--- src/assert_macros.svh ---
// Assertion helpers shared by the RTL.
`ifndef ASSERT_MACROS_SVH
`define ASSERT_MACROS_SVH

// Same-cycle implication, disabled while reset is asserted.
`define ASSERT_IMP(label, clk, rstn, ante, cons) \
  label: assert property (@(posedge clk) disable iff (!(rstn)) (ante) |-> (cons)) \
    else $error("implication check failed");

// Next-cycle implication, disabled while reset is asserted.
`define ASSERT_NXT(label, clk, rstn, ante, cons) \
  label: assert property (@(posedge clk) disable iff (!(rstn)) (ante) |=> (cons)) \
    else $error("next-cycle check failed");

`endif

--- src/pba_first_free.sv ---
`timescale 1ns / 1ps
`default_nettype none

// Lowest set bit of a word of free bits.
module pba_first_free #(
  parameter int unsigned WORD_BITS = 32,
  parameter int unsigned BW        = 5
) (
  input  wire logic [WORD_BITS-1:0] free_i,
  output logic                      found_o,
  output logic      [BW-1:0]        idx_o
);

  always_comb begin
    idx_o = '0;
    for (int i = WORD_BITS - 1; i >= 0; i--) begin
      if (free_i[i]) begin
        idx_o = BW'(i);
      end
    end
  end

  assign found_o = |free_i;

endmodule

`default_nettype wire
--- config.mk ---
export PLATFORM = sky130hd
export DESIGN_NAME = pba_first_free
export DESIGN_NICKNAME = d
export VERILOG_FILES = /design/src/assert_macros.svh /design/src/pba_first_free.sv
export SDC_FILE = /design/constraint.sdc
export NUM_CORES = 1
export LEC_CHECK = 0
export ABC_AREA = 1
export BUFFER_PORTS_ARGS = -buffer_cell sky130_fd_sc_hd__buf_2
export CORE_AREA = 3 3 40 42
export DETAILED_ROUTE_END_ITERATION = 8
export DIE_AREA = 0 0 43 45
export GPL_TIMING_DRIVEN = 1
export PLACE_DENSITY = 0.8
export SLEW_MARGIN = 25
export SYNTH_ARGS = -nofsm -noshare
export SYNTH_HDL_FRONTEND = slang
export SYNTH_SLANG_ARGS = --single-unit
--- constraint.sdc ---
create_clock -name vclk -period 1.65
set_clock_uncertainty 0.05 [all_clocks]
set_input_delay 0.165 -clock vclk [all_inputs]
set_output_delay 0.165 -clock vclk [all_outputs]
set_load 0.01 [all_outputs]
==> impl_metrics.yaml <==
timing:
  worst_slew_pin_slew_ns: 0.283
  slew-limit-headroom: 0.810
  layout_setup_ws_ns: -0.422
  period_share: 1.26
  max_freq_mhz: 483
  rsz0062_at_grt: "yes"
  final-max-slew-violation-count: 0
  finalSetupViolCount: 2
  period_minus_slack_ns: 2.07
  hold_viol: 0
place:
  gp_congestion: 0.766
  pre_cts_ws_ns: -0.472
  dp_hpwl_um: 1150
  port_buffers: 38
detailed_routing:
  drc_errors: 0
  wl_per_cell_um: 8.31
  num_vias: 750
  viasPerCell: 4.44
  wirelength_um: 1400
  drt_iter0_drc: 4
  drt_first_pass_iters: 4
  final_antenna_net_count: 0
floorplanning:
  die_area_um2: 1940
  start_util: 0.366
  die_height_um: 45
  pin_count: 38
  rows: 13
  core-area_um2: 1280
  die_w_um: 43
worst_setup_path:
  critical_path.endpoint: "idx_o[0]"
  cp.required_ns: 1.43
  startpoint: "free_i[30]"
  crit_family: "simple AND/OR/NAND/NOR gates"
  endpoint_kind: "primary output"
  startpoint_type: "primary input"
  arrival_ns: 1.86
  cp.buffers_inverters: 3
  worstSetupPathType: "primary input to primary output"
  critPathSlowestCell: "buf_2"
  critical_path_depth: 33
  worst-path-max-fanout: 2
  cp_common_cell: "nand2_1"
  slowest_delay_ns: 0.13
logic_synthesis:
  syn_inst: 107
  synth_top_family_by_area: "simple AND/OR/NAND/NOR gates"
  syn-cell-area_um2: 470
  synth-simple-area-share: 0.532
  synth.distinct_cells: 17
  synth-compound-area-share: 0.146
  synthesis.nets: 139
  synthAdderAreaFrac: 0
  syn_area_per_cell_um2: 4.40
  ys_seq_area_frac: 0
  synth_mux_area_frac: 0
  synth_warnings: 0
  synthXorXnorAreaFrac: 0
final_layout:
  syn_to_final_growth_pct: 69.9
  nNetsFinal: 188
  clkbuf_count: 0
  fin_util: 0.622
  seq_cells: 0
  final-seq-area_um2: 0
  drive_above_1_share: 0.390
  diodes: 0
pwr:
  power.leakage_nw: 0.524
  cellPowerDensity_nw_per_um2: 198
  total_power_w: 0.000158
  vdd_drop_max_mv: 0.0900
outcome:
  violations: "setup timing"
  outcome: "finished with violations"
worst_hold_path:
  hp-class: "primary input to primary output"
  holdPathStages: 3
global_route:
  first_global_vias: 622
  grt_pass1_wl_um: 2320
  grt_max_degree: 4
  grt_usage: 0.145
  overflow: 0
  grt_antenna_before_repair: 0
run:
  maxCapViolations: 0
cts:
  cts_hold_buf: 0
how the worst min path moves through the flow:
stage               slack, ns       from       end
floorplan                0.31  free_i[0]  idx_o[0]
global placement         0.54  free_i[0]  idx_o[0]
detailed placement       0.55  free_i[0]  idx_o[0]
CTS                      0.55  free_i[0]  idx_o[0]
global route             0.56  free_i[0]  idx_o[0]
finish                   0.55  free_i[0]  idx_o[0]
tightest hold or removal path: cells and delay by family:
family / cells / cell delay (ns)
AOI/OAI and AO/OA: 1 / 0.03
buffers and inverters: 2 / 0.24
repair_timing:
action,CTS,global route
resized for setup,9,3
buffers inserted,1,0
pin swaps,5,2
endpoints found under the setup margin,2,4
cell usage in the layout, fill, tap and decap left out, drive strengths merged:
cell,n
a211oi,1
a21boi,1
a21oi,3
a311oi,1
a31oi,1
buf,47
bufinv,2
inv,31
nand2,43
nand3,2
nor2,15
nor3,2
nor4,2
o21ai,1
o21bai,1
o31ai,1
power by group:
part	total, W	internal, W	switching [W]	leakage (nW)
logic	0.000158	0.0000850	0.0000735	0.524
registers	0	0	0	0
clock network	0	0	0	0
layout make-up:
cell class / instances / area, µm²
Inverter: 33 / 154
Timing Repair Buffer: 47 / 282
Multi-Input combinational cell: 74 / 345
Fill cell: 133 / 485
Tap cell: 15 / 18.8
cell usage after synthesis (2+ instances only):
library cell,count,area [µm²]
a21oi_1,2,10.0
bufinv_8,2,35.0
inv_1,27,101
inv_2,4,15.0
nand2_1,43,161
nand3_1,2,10.0
nor2_1,15,56.3
nor3_1,2,10.0
nor4_1,2,12.5
per-stage QoR:
step | area (µm²) | setup TNS [ns] | instances | hold WS [ns]
final | 800 | -0.675 | 169 | 0.545
after global routing | 800 | -1.13 | 169 | 0.561
after CTS | 783 | -0.743 | 169 | 0.547
after detailed placement | 739 | -0.701 | 168 | 0.547
after global placement | 739 | -0.593 | 168 | 0.543
after floorplan | 470 | -0.135 | 107 | 0.306
kinds of logic after synthesis:
| logic type | Yosys count |
|---|---|
| compound gates | 10 |
| simple gates | 64 |
| buf+inv | 33 |
per-layer routing:
metal / up-vias / share of wire / GRT usage
met3: 2 / 0.098 / 0.0239
li1: 407 / - / -
met4: 0 / 0.014 / 0.0181
met1: 311 / 0.38 / 0.157
met5: - / 0 / 0
met2: 30 / 0.50 / 0.299
No activity file was read; power rests on OpenSTA's default activity.
