[config.mk]
export PLATFORM = sky130hd
export DESIGN_NAME = pba_port_split
export DESIGN_NICKNAME = d
export VERILOG_FILES = /design/src/assert_macros.svh /design/src/pba_pkg.sv /design/src/pba_port_split.sv
export SDC_FILE = /design/constraint.sdc
export NUM_CORES = 1
export LEC_CHECK = 0
export BUFFER_PORTS_ARGS = -buffer_cell sky130_fd_sc_hd__buf_4
export CAP_MARGIN = 20
export CORE_UTILIZATION = 34
export CTS_BUF_LIST = sky130_fd_sc_hd__clkbuf_8 sky130_fd_sc_hd__clkbuf_16
export DETAILED_ROUTE_END_ITERATION = 6
export MAX_ROUTING_LAYER = met4
export REMOVE_ABC_BUFFERS = 1
export SLEW_MARGIN = 0
export SYNTH_ARGS = -nofsm -noshare
export SYNTH_HDL_FRONTEND = slang
export SYNTH_SLANG_ARGS = --single-unit
[constraint.sdc]
create_clock -name clk_i -period 0.8 [get_ports clk_i]
set_clock_uncertainty 0.2 [all_clocks]
set_input_delay 0.24 -clock clk_i [delete_from_list [all_inputs] [get_ports clk_i]]
set_output_delay 0.24 -clock clk_i [all_outputs]
set_load 0.01 [all_outputs]
[src/assert_macros.svh]
// Assertion helpers shared by the RTL.
`ifndef ASSERT_MACROS_SVH
`define ASSERT_MACROS_SVH

// Same-cycle implication, disabled while reset is asserted.
`define ASSERT_IMP(label, clk, rstn, ante, cons) \
  label: assert property (@(posedge clk) disable iff (!(rstn)) (ante) |-> (cons)) \
    else $error("implication check failed");

// Next-cycle implication, disabled while reset is asserted.
`define ASSERT_NXT(label, clk, rstn, ante, cons) \
  label: assert property (@(posedge clk) disable iff (!(rstn)) (ante) |=> (cons)) \
    else $error("next-cycle check failed");

`endif

[src/pba_pkg.sv]
`timescale 1ns / 1ps
`default_nettype none

package pba_pkg;

  // request codes
  localparam logic [1:0] REQ_MARK  = 2'd0;
  localparam logic [1:0] REQ_FREE  = 2'd1;
  localparam logic [1:0] REQ_ALLOC = 2'd2;

  localparam int unsigned PORT_W = 16;

  typedef struct packed {
    logic [1:0]        req_type;
    logic [PORT_W-1:0] port;
  } req_t;

  typedef struct packed {
    logic [PORT_W-1:0] granted_port;
    logic              alloc_failed;
  } res_t;

endpackage

`default_nettype wire

[src/pba_port_split.sv]
`timescale 1ns / 1ps
`default_nettype none

// Port number -> (word, bit) by reciprocal multiply and one correction step.
module pba_port_split #(
  parameter int unsigned WORD_BITS  = 32,
  parameter int unsigned PORT_COUNT = 65536,
  parameter int unsigned WAW        = 11,
  parameter int unsigned BW         = 5
) (
  input  wire logic                        clk_i,
  input  wire logic                        load_i,
  input  wire logic [pba_pkg::PORT_W-1:0]  port_i,
  output logic      [WAW-1:0]              word_o,
  output logic      [BW-1:0]               bit_o,
  output logic                             in_range_o
);
  import pba_pkg::*;

  localparam int unsigned SHIFT   = 24;
  localparam int unsigned RECIP_W = 22;
  localparam int unsigned PROD_W  = PORT_W + RECIP_W;
  localparam logic [RECIP_W-1:0] RECIP = RECIP_W'((1 << SHIFT) / WORD_BITS);

  logic [PROD_W-1:0]   prod_q;
  logic [PORT_W-1:0]   port_q;
  logic [PORT_W-1:0]   q0;
  logic [PORT_W:0]     r0;
  logic                corr;
  logic [PORT_W-1:0]   word_d;
  logic [PORT_W:0]     rem_d;
  logic [WAW-1:0]      word_q;
  logic [BW-1:0]       bit_q;
  logic                in_range_q;

  // stage 1: product only
  always_ff @(posedge clk_i) begin
    if (load_i) begin
      prod_q <= PROD_W'(port_i) * PROD_W'(RECIP);
      port_q <= port_i;
    end
  end

  // estimate is exact or one low
  always_comb begin
    q0     = prod_q[PROD_W-1:SHIFT];
    r0     = (PORT_W + 1)'(port_q) - (PORT_W + 1)'(q0 * WORD_BITS);
    corr   = (r0 >= (PORT_W + 1)'(WORD_BITS));
    word_d = q0 + PORT_W'(corr);
    rem_d  = corr ? (r0 - (PORT_W + 1)'(WORD_BITS)) : r0;
  end

  // stage 2
  always_ff @(posedge clk_i) begin
    word_q     <= word_d[WAW-1:0];
    bit_q      <= rem_d[BW-1:0];
    in_range_q <= ((PORT_W + 1)'(port_q) < (PORT_W + 1)'(PORT_COUNT));
  end

  assign word_o     = word_q;
  assign bit_o      = bit_q;
  assign in_range_o = in_range_q;

endmodule

`default_nettype wire

==> summary.txt, run 1 <==
Run status
  • Outcome: finished with violations
  • Failing checks: hold timing, setup timing

Synth
  • Primary FF master, synth: edfxtp_1
  • Synth top cells by count: 16 x dfxtp_1, 16 x edfxtp_1, 1 x buf_4, 1 x conb_1
  • Top cell type's share of synthesized area: 59.2%
  • Largest cells by area after synthesis: edfxtp_1 59%, dfxtp_1 39%, buf_4 0.92%
  • Synthesized area per cell: 23.9 um^2
  • EDFF count, synth: 16
  • Netlist Area Pre-Place: roughly 800 um^2
  • Post-synth cell types: 4
  • Gate count after technology mapping: 34
  • Syn. warnings: 0
  • Biggest area consumer among synthesized cells: edfxtp_1
  • Async S/R FF share, synth: 0%
  • Synth Register Bits: 32
  • Post-synthesis sequential area ratio: 98.6%

Critical path
  • Crit. End Element: primary output
  • Crit-path max FO: 1
  • Worst R2R Start: prod_q[20]$_DFFE_PP_
  • Worst path bufs/invs: 1
  • Slowest stage delay, CP: between 0.3 and 0.4 ns
  • CP Cell Sequence: buf_6
  • Slowest CP cell: dfxtp_2
  • Crit path depth: 1
  • Largest delay contributor family on the critical path: flip-flops
  • R2R cell count: 0
  • CP Launch Type: flop
  • CP Class: flop to primary output
  • Critical Path RT: about 0.36 ns
  • Crit path from: word_o[8]$_DFF_P_
  • Crit path DAT: 0.71 ns
  • R2R Setup Slk: ~0.1 ns
  • Reg2reg end: bit_o[1]$_DFF_P_

Clocking
  • Clk root buf: clkbuf_8
  • Clk buf depth: 2
  • Htree depth: 2
  • Post-CTS Setup Bufs: 0
  • Total clock sinks: 32
  • Clock Pin Slew Worst Setup and Hold Paths: 0.06 ns
  • Skew-Pair Late Insertion Delay: 0.27 ns
  • CTS Buf Count: 5
  • CTS tree: done

Placement
  • I/O Buffers: 33
  • GPL Wtd Cong: around 0.61
  • DP Area: ~1100 um^2
  • Pre-CTS setup slack: -0.173 ns

GRT
  • Pin count of the biggest net entering global routing: 17
  • Initial antenna violation count: 0
  • Vias in the first global route: 358
  • First-pass GRT wire length: 1530 um
  • GRT overflow: 0
  • Total GRT Usage: 9.71%

Power and ir drop
  • Pleak: 0.529 nW
  • Pwr Density: 2710 nW/um^2
  • Maximum VDD drop: ~1.6 mV

Timing
  • Final Critical Period: 1.15 ns
  • Setup-failing EPs final: 16
  • Max-slew violation count: 0
  • RSZ-0062 raised after global routing: true
  • Period utilization: 143%
  • Fin Hold WS: -0.0580 ns
  • Final Hold Fails: 16
  • Final worst slack: -0.345 ns
  • F_max: 873 MHz
  • Setup TNS: -5.37 ns

Hold path
  • Hold Crit Endpoint: prod_q[22]$_DFFE_PP_
  • Min-delay src: port_i[3]
  • WHS Path Cells: 1
  • Worst hold path class: primary input to flop

Layout
  • Layout cell share with drive strength beyond 1: 74.3%
  • Final instance area: roughly 1300 um^2
  • Filler cells: roughly 190
  • Inserted Diodes: 0
  • Area grow syn2layout: 55.9%
  • Nets: 91

Floorplanning
  • Die height: 50.9 um
  • Core area: 2230 um^2
  • Die X: between 50 and 60 um
  • Die area: 2590 um^2
  • IO Count: 35
  • Num rows: 17
  • Initial core utilization: 36.4%

Detailed routing
  • Drt pass-1 iters: 3
  • DRC viols: 0
  • DR vias/cell: 3.86
  • Avg WL per Cell: slightly above 10 um
  • Post-route ant nets: 0
  • Final WL: 1060 um
  • Via Count: 394
  • Initial drt markers: 5

Flow run
  • Max Cap Viol: 0
[power breakdown]
group	total [mW]	switching, mW	internal [mW]
clock	1.28	0.505	0.770
combinational	0.243	0.0794	0.163
sequential	1.91	0.0416	1.87
[cells in the final DEF (no fill, tap or decap), drive strengths merged]
master and n:
buf 33, clkbuf 7, conb 1, dfxtp 16, edfxtp 16, inv 1
[logic make-up after synthesis]
kind of cell,synth area share (%)
flip-flops,98.6
buffers and inverters,0.925
other,0.462
[worst max path at each step]
| stage | end | slack [ns] |
|---|---|---|
| 2_1_floorplan | bit_o[0] | 0.03 |
| 6_report | word_o[8] | -0.35 |
| 4_1_cts | word_o[6] | -0.36 |
| 3_5_place_dp | prod_q[25]$_DFFE_PP_ | -0.17 |
| 5_1_grt | word_o[8] | -0.37 |
| 3_3_place_gp | prod_q[27]$_DFFE_PP_ | -0.17 |
[cell type report]
class                           instances  area, um^2  share of cell area, %
Clock buffer                            7        96.3                   7.61
Clock inverter                          1        3.75                  0.296
Multi-Input combinational cell          1        3.75                  0.296
Sequential cell                        32         820                   64.7
Tap cell                               28        35.0                   2.77
Timing Repair Buffer                   33         308                   24.3
[stage by stage]
| step | total power [mW] | hold slack [ns] | util, % | cells |
|---|---|---|---|---|
| after CTS | 3.47 | -0.0679 | 56.3 | 102 |
| after floorplan | 1.95 | 0.123 | - | 33 |
| after global placement | 2.13 | 0.126 | 48.7 | 94 |
| final | 3.43 | -0.0580 | 56.7 | 102 |
| after detailed placement | 2.13 | 0.127 | 48.7 | 94 |
| after global routing | 3.58 | -0.0783 | 56.7 | 102 |
[repair_timing]
item,4_1_cts,5_1_grt
endpoints found under the setup margin,16,16
hold endpoints to repair,16,16
gates resized for setup,24,7
[state kept, by name, summed over array words and instances, names as in the netlist]
| register | flops |
|---|---|
| bit_o | 5 |
| prod_q | 16 |
| word_o | 11 |
[metal layers]
layer  share of wire [%]  GRT usage, %  up-vias
met1                  28          6.84      173
met3                 8.5          6.25        4
met5                   0             -        -
met4                 2.9          8.33        0
li1                    -             -      192
met2                  60          16.2       25
No activity file was read; power rests on OpenSTA's default activity.
==> inputs of run 2 (changes only) <==
--- a/config.mk
+++ b/config.mk
@@ -11,6 +11,7 @@
 export CTS_BUF_LIST = sky130_fd_sc_hd__clkbuf_8 sky130_fd_sc_hd__clkbuf_16
 export DETAILED_ROUTE_END_ITERATION = 6
 export MAX_ROUTING_LAYER = met4
+export RECOVER_POWER = 100
 export REMOVE_ABC_BUFFERS = 1
 export SLEW_MARGIN = 0
 export SYNTH_ARGS = -nofsm -noshare
==> run 2 against run 1 <==
The run still ends with hold timing, setup timing left. Non-clock buffer count stayed put. Critical path depth stayed put. Via count is 0.51% higher. First-iteration DRC count is 80% lower. Final cell count stayed put. Total power is 0.18% lower. Register-to-register slack hardly changed. Die area stayed put. Flip-flop and latch count stayed put. Sequential power hardly changed. Maximum frequency hardly changed. Largest cell class unchanged.
==> summary.txt, run 2 (same netlist as run 1, synthesis figures left out) <==
Run status
  • Outcome: finished with violations (unchanged)
  • Failing checks: hold timing, setup timing (unchanged)

Power and ir drop
  • Post-layout power: 3.42 mW (was 3.43 mW)
  • Clock network power share: 37.2% (about the same)
  • Switching Share: 18.2% (was 18.3%)
  • Pleak: 0.526 nW (was 0.529 nW)
  • Sequential fraction of design power: 55.8% (was 55.7%)
  • Pwr Density: 2700 nW/um^2 (was 2710 nW/um^2)
  • P_sw: 0.624 mW (was 0.626 mW)
  • Power Internal: 2.80 mW (about the same)
  • Comb pwr share: 6.9% (was 7.1%)
  • Maximum VDD drop: 1.60 mV (was 1.61 mV)

Floorplanning
  • Core area: 2230 um^2 (unchanged)
  • Num rows: 17 (unchanged)
  • Die X: 50.9 um (unchanged)
  • Initial core utilization: 36.4% (unchanged)
  • Die area: 2590 um^2 (unchanged)
  • Die height: 50.9 um (unchanged)
  • IO Count: 35 (unchanged)

Detailed routing
  • DRC viols: 0 (unchanged)
  • Avg WL per Cell: 10.1 um (was 10.3 um)
  • Initial drt markers: 1 (was 5)
  • Final WL: 1030 um (was 1060 um)
  • DR WL met3: 94 um (was 90 um)
  • Post-route ant nets: 0 (unchanged)
  • Top Layer Used: met4 (unchanged)
  • Met2 wire length: 622 um (was 634 um)
  • Met1 wire length: 284 um (was 299 um)
  • DR vias/cell: 3.88 (was 3.86)
  • Drt pass-1 iters: 2 (was 3)
  • Via Count: 396 (was 394)

Flow run
  • Max Cap Viol: 0 (unchanged)

Layout
  • Commonest non-fill, non-tap cell in the layout: clkbuf_4 (was buf_4)
  • Multi-input logic area: 3.75 um^2 (unchanged)
  • Area grow syn2layout: 55.9% (unchanged)
  • Filler cells: 186 (unchanged)
  • Nets: 91 (unchanged)
  • Largest Register: prod_q (unchanged)
  • Inserted Diodes: 0 (unchanged)
  • Largest register FFs: 16 (unchanged)
  • Sequential Area: 820 um^2 (unchanged)
  • Layout cell share with drive strength beyond 1: 74.3% (unchanged)
  • Commonest non-fill, non-tap cells in the layout: 17 x clkbuf_4, 16 x buf_6, 16 x edfxtp_1 (was 17 x buf_4, 16 x buf_6, 16 x edfxtp_1)
  • Finished Core Util: 56.7% (unchanged)

Critical path
  • Slowest CP cell: dfxtp_2 (unchanged)
  • Worst path bufs/invs: 1 (unchanged)
  • Largest delay contributor family on the critical path: flip-flops (unchanged)
  • Worst R2R Start: prod_q[20]$_DFFE_PP_ (unchanged)
  • Crit path capture: word_o[8] (unchanged)
  • R2R cell count: 0 (unchanged)
  • Crit. End Element: primary output (unchanged)
  • Crit-path max FO: 1 (unchanged)
  • CP Cell Sequence: buf_6 (unchanged)
  • CP Class: flop to primary output (unchanged)
  • Slowest stage delay, CP: 0.32 ns (about the same)
  • Crit path DAT: 0.70 ns (was 0.71 ns)
  • Crit path depth: 1 (unchanged)
  • R2R Setup Slk: 0.10 ns (about the same)
  • Critical Path RT: 0.36 ns (about the same)
  • Crit path from: word_o[8]$_DFF_P_ (unchanged)
  • Reg2reg end: bit_o[1]$_DFF_P_ (unchanged)
  • CP Launch Type: flop (unchanged)

Clocking
  • CTS Buf Count: 5 (unchanged)
  • Total clock sinks: 32 (unchanged)
  • Clk root buf: clkbuf_8 (unchanged)
  • Clock Pin Slew Worst Setup and Hold Paths: 0.06 ns (about the same)
  • Clk buf depth: 2 (unchanged)
  • Htree depth: 2 (unchanged)
  • Post-CTS Setup Bufs: 0 (unchanged)
  • CTS tree: done (unchanged)
  • Skew-Pair Late Insertion Delay: 0.27 ns (about the same)

Timing
  • Max-slew violation count: 0 (unchanged)
  • Final Critical Period: 1.14 ns (was 1.15 ns)
  • Setup-failing EPs final: 16 (unchanged)
  • Final worst slack: -0.345 ns (about the same)
  • F_max: 874 MHz (was 873 MHz)
  • Fin Hold WS: -0.0362 ns (was -0.0580 ns)
  • Final Hold Fails: 16 (unchanged)
  • RSZ-0062 raised after global routing: true (unchanged)
  • Period utilization: 143% (about the same)

Hold path
  • Min-delay src: port_i[3] (unchanged)
  • Worst hold path class: primary input to flop (unchanged)

GRT
  • Vias in the first global route: 358 (unchanged)
  • First-pass GRT wire length: 1530 um (unchanged)
  • Initial antenna violation count: 0 (unchanged)
  • Total GRT Usage: 9.71% (unchanged)
  • Pin count of the biggest net entering global routing: 17 (unchanged)
  • GRT overflow: 0 (unchanged)

Placement
  • I/O Buffers: 33 (unchanged)
  • Pre-CTS setup slack: -0.173 ns (unchanged)
  • GPL Wtd Cong: 0.612 (unchanged)
run 2: cell types whose count changed in the layout (fill, tap and decap cells not counted), sizes merged:
cell	change
clkbuf	+17
buf	-17
run 2: layout make-up:
cell class / instances / area share (%)
clock buffer: 7 / 7.61
clock inverter: 1 / 0.296
multi-input combinational: 1 / 0.296
sequential: 32 / 64.7
tap: 28 / 2.77
timing repair buffer: 33 / 24.3
run 2: what timing repair did:
| action | CTS | global route |
|---|---|---|
| endpoints found under the hold margin | 16 | 16 |
| pin swaps | 0 | 0 |
| resized for setup | 24 | 7 |
| setup endpoints to repair | 16 | 16 |
run 2: worst min-delay path by stage:
| stage | slack (ns) | to | cells after the start |
|---|---|---|---|
| detailed placement | 0.13 | word_o[3]$_DFF_P_ | 0 |
| CTS | -0.07 | prod_q[22]$_DFFE_PP_ | 1 |
| global route | -0.06 | prod_q[25]$_DFFE_PP_ | 1 |
| floorplan | 0.12 | bit_o[0]$_DFF_P_ | 0 |
| finish | -0.04 | prod_q[22]$_DFFE_PP_ | 1 |
| global placement | 0.13 | word_o[7]$_DFF_P_ | 0 |
run 2: power by group through the flow:
stage               Clock (mW)  Combinational, mW  Sequential, mW
CTS                       1.32              0.245            1.91
finish                    1.27              0.238            1.91
global route              1.40              0.253            1.92
global placement             0              0.206            1.92
floorplan                    0            0.00203            1.95
detailed placement           0              0.208            1.92
run 2: stage by stage:
step / instances / hold WS (ns) / cell area, um^2 / TNS (ns)
after floorplan: 33 / 0.123 / 805 / 0
after global placement: 94 / 0.126 / 1090 / -3.42
final: 102 / -0.0362 / 1270 / -5.37
after global routing: 102 / -0.0551 / 1270 / -5.82
after detailed placement: 94 / 0.127 / 1090 / -3.56
after CTS: 102 / -0.0679 / 1260 / -5.54
run 2: metal layers:
metal,up-vias,GRT usage (%)
li1,192,-
met1,174,6.84
met2,25,16.2
met3,5,6.25
met4,0,8.33
met5,-,-
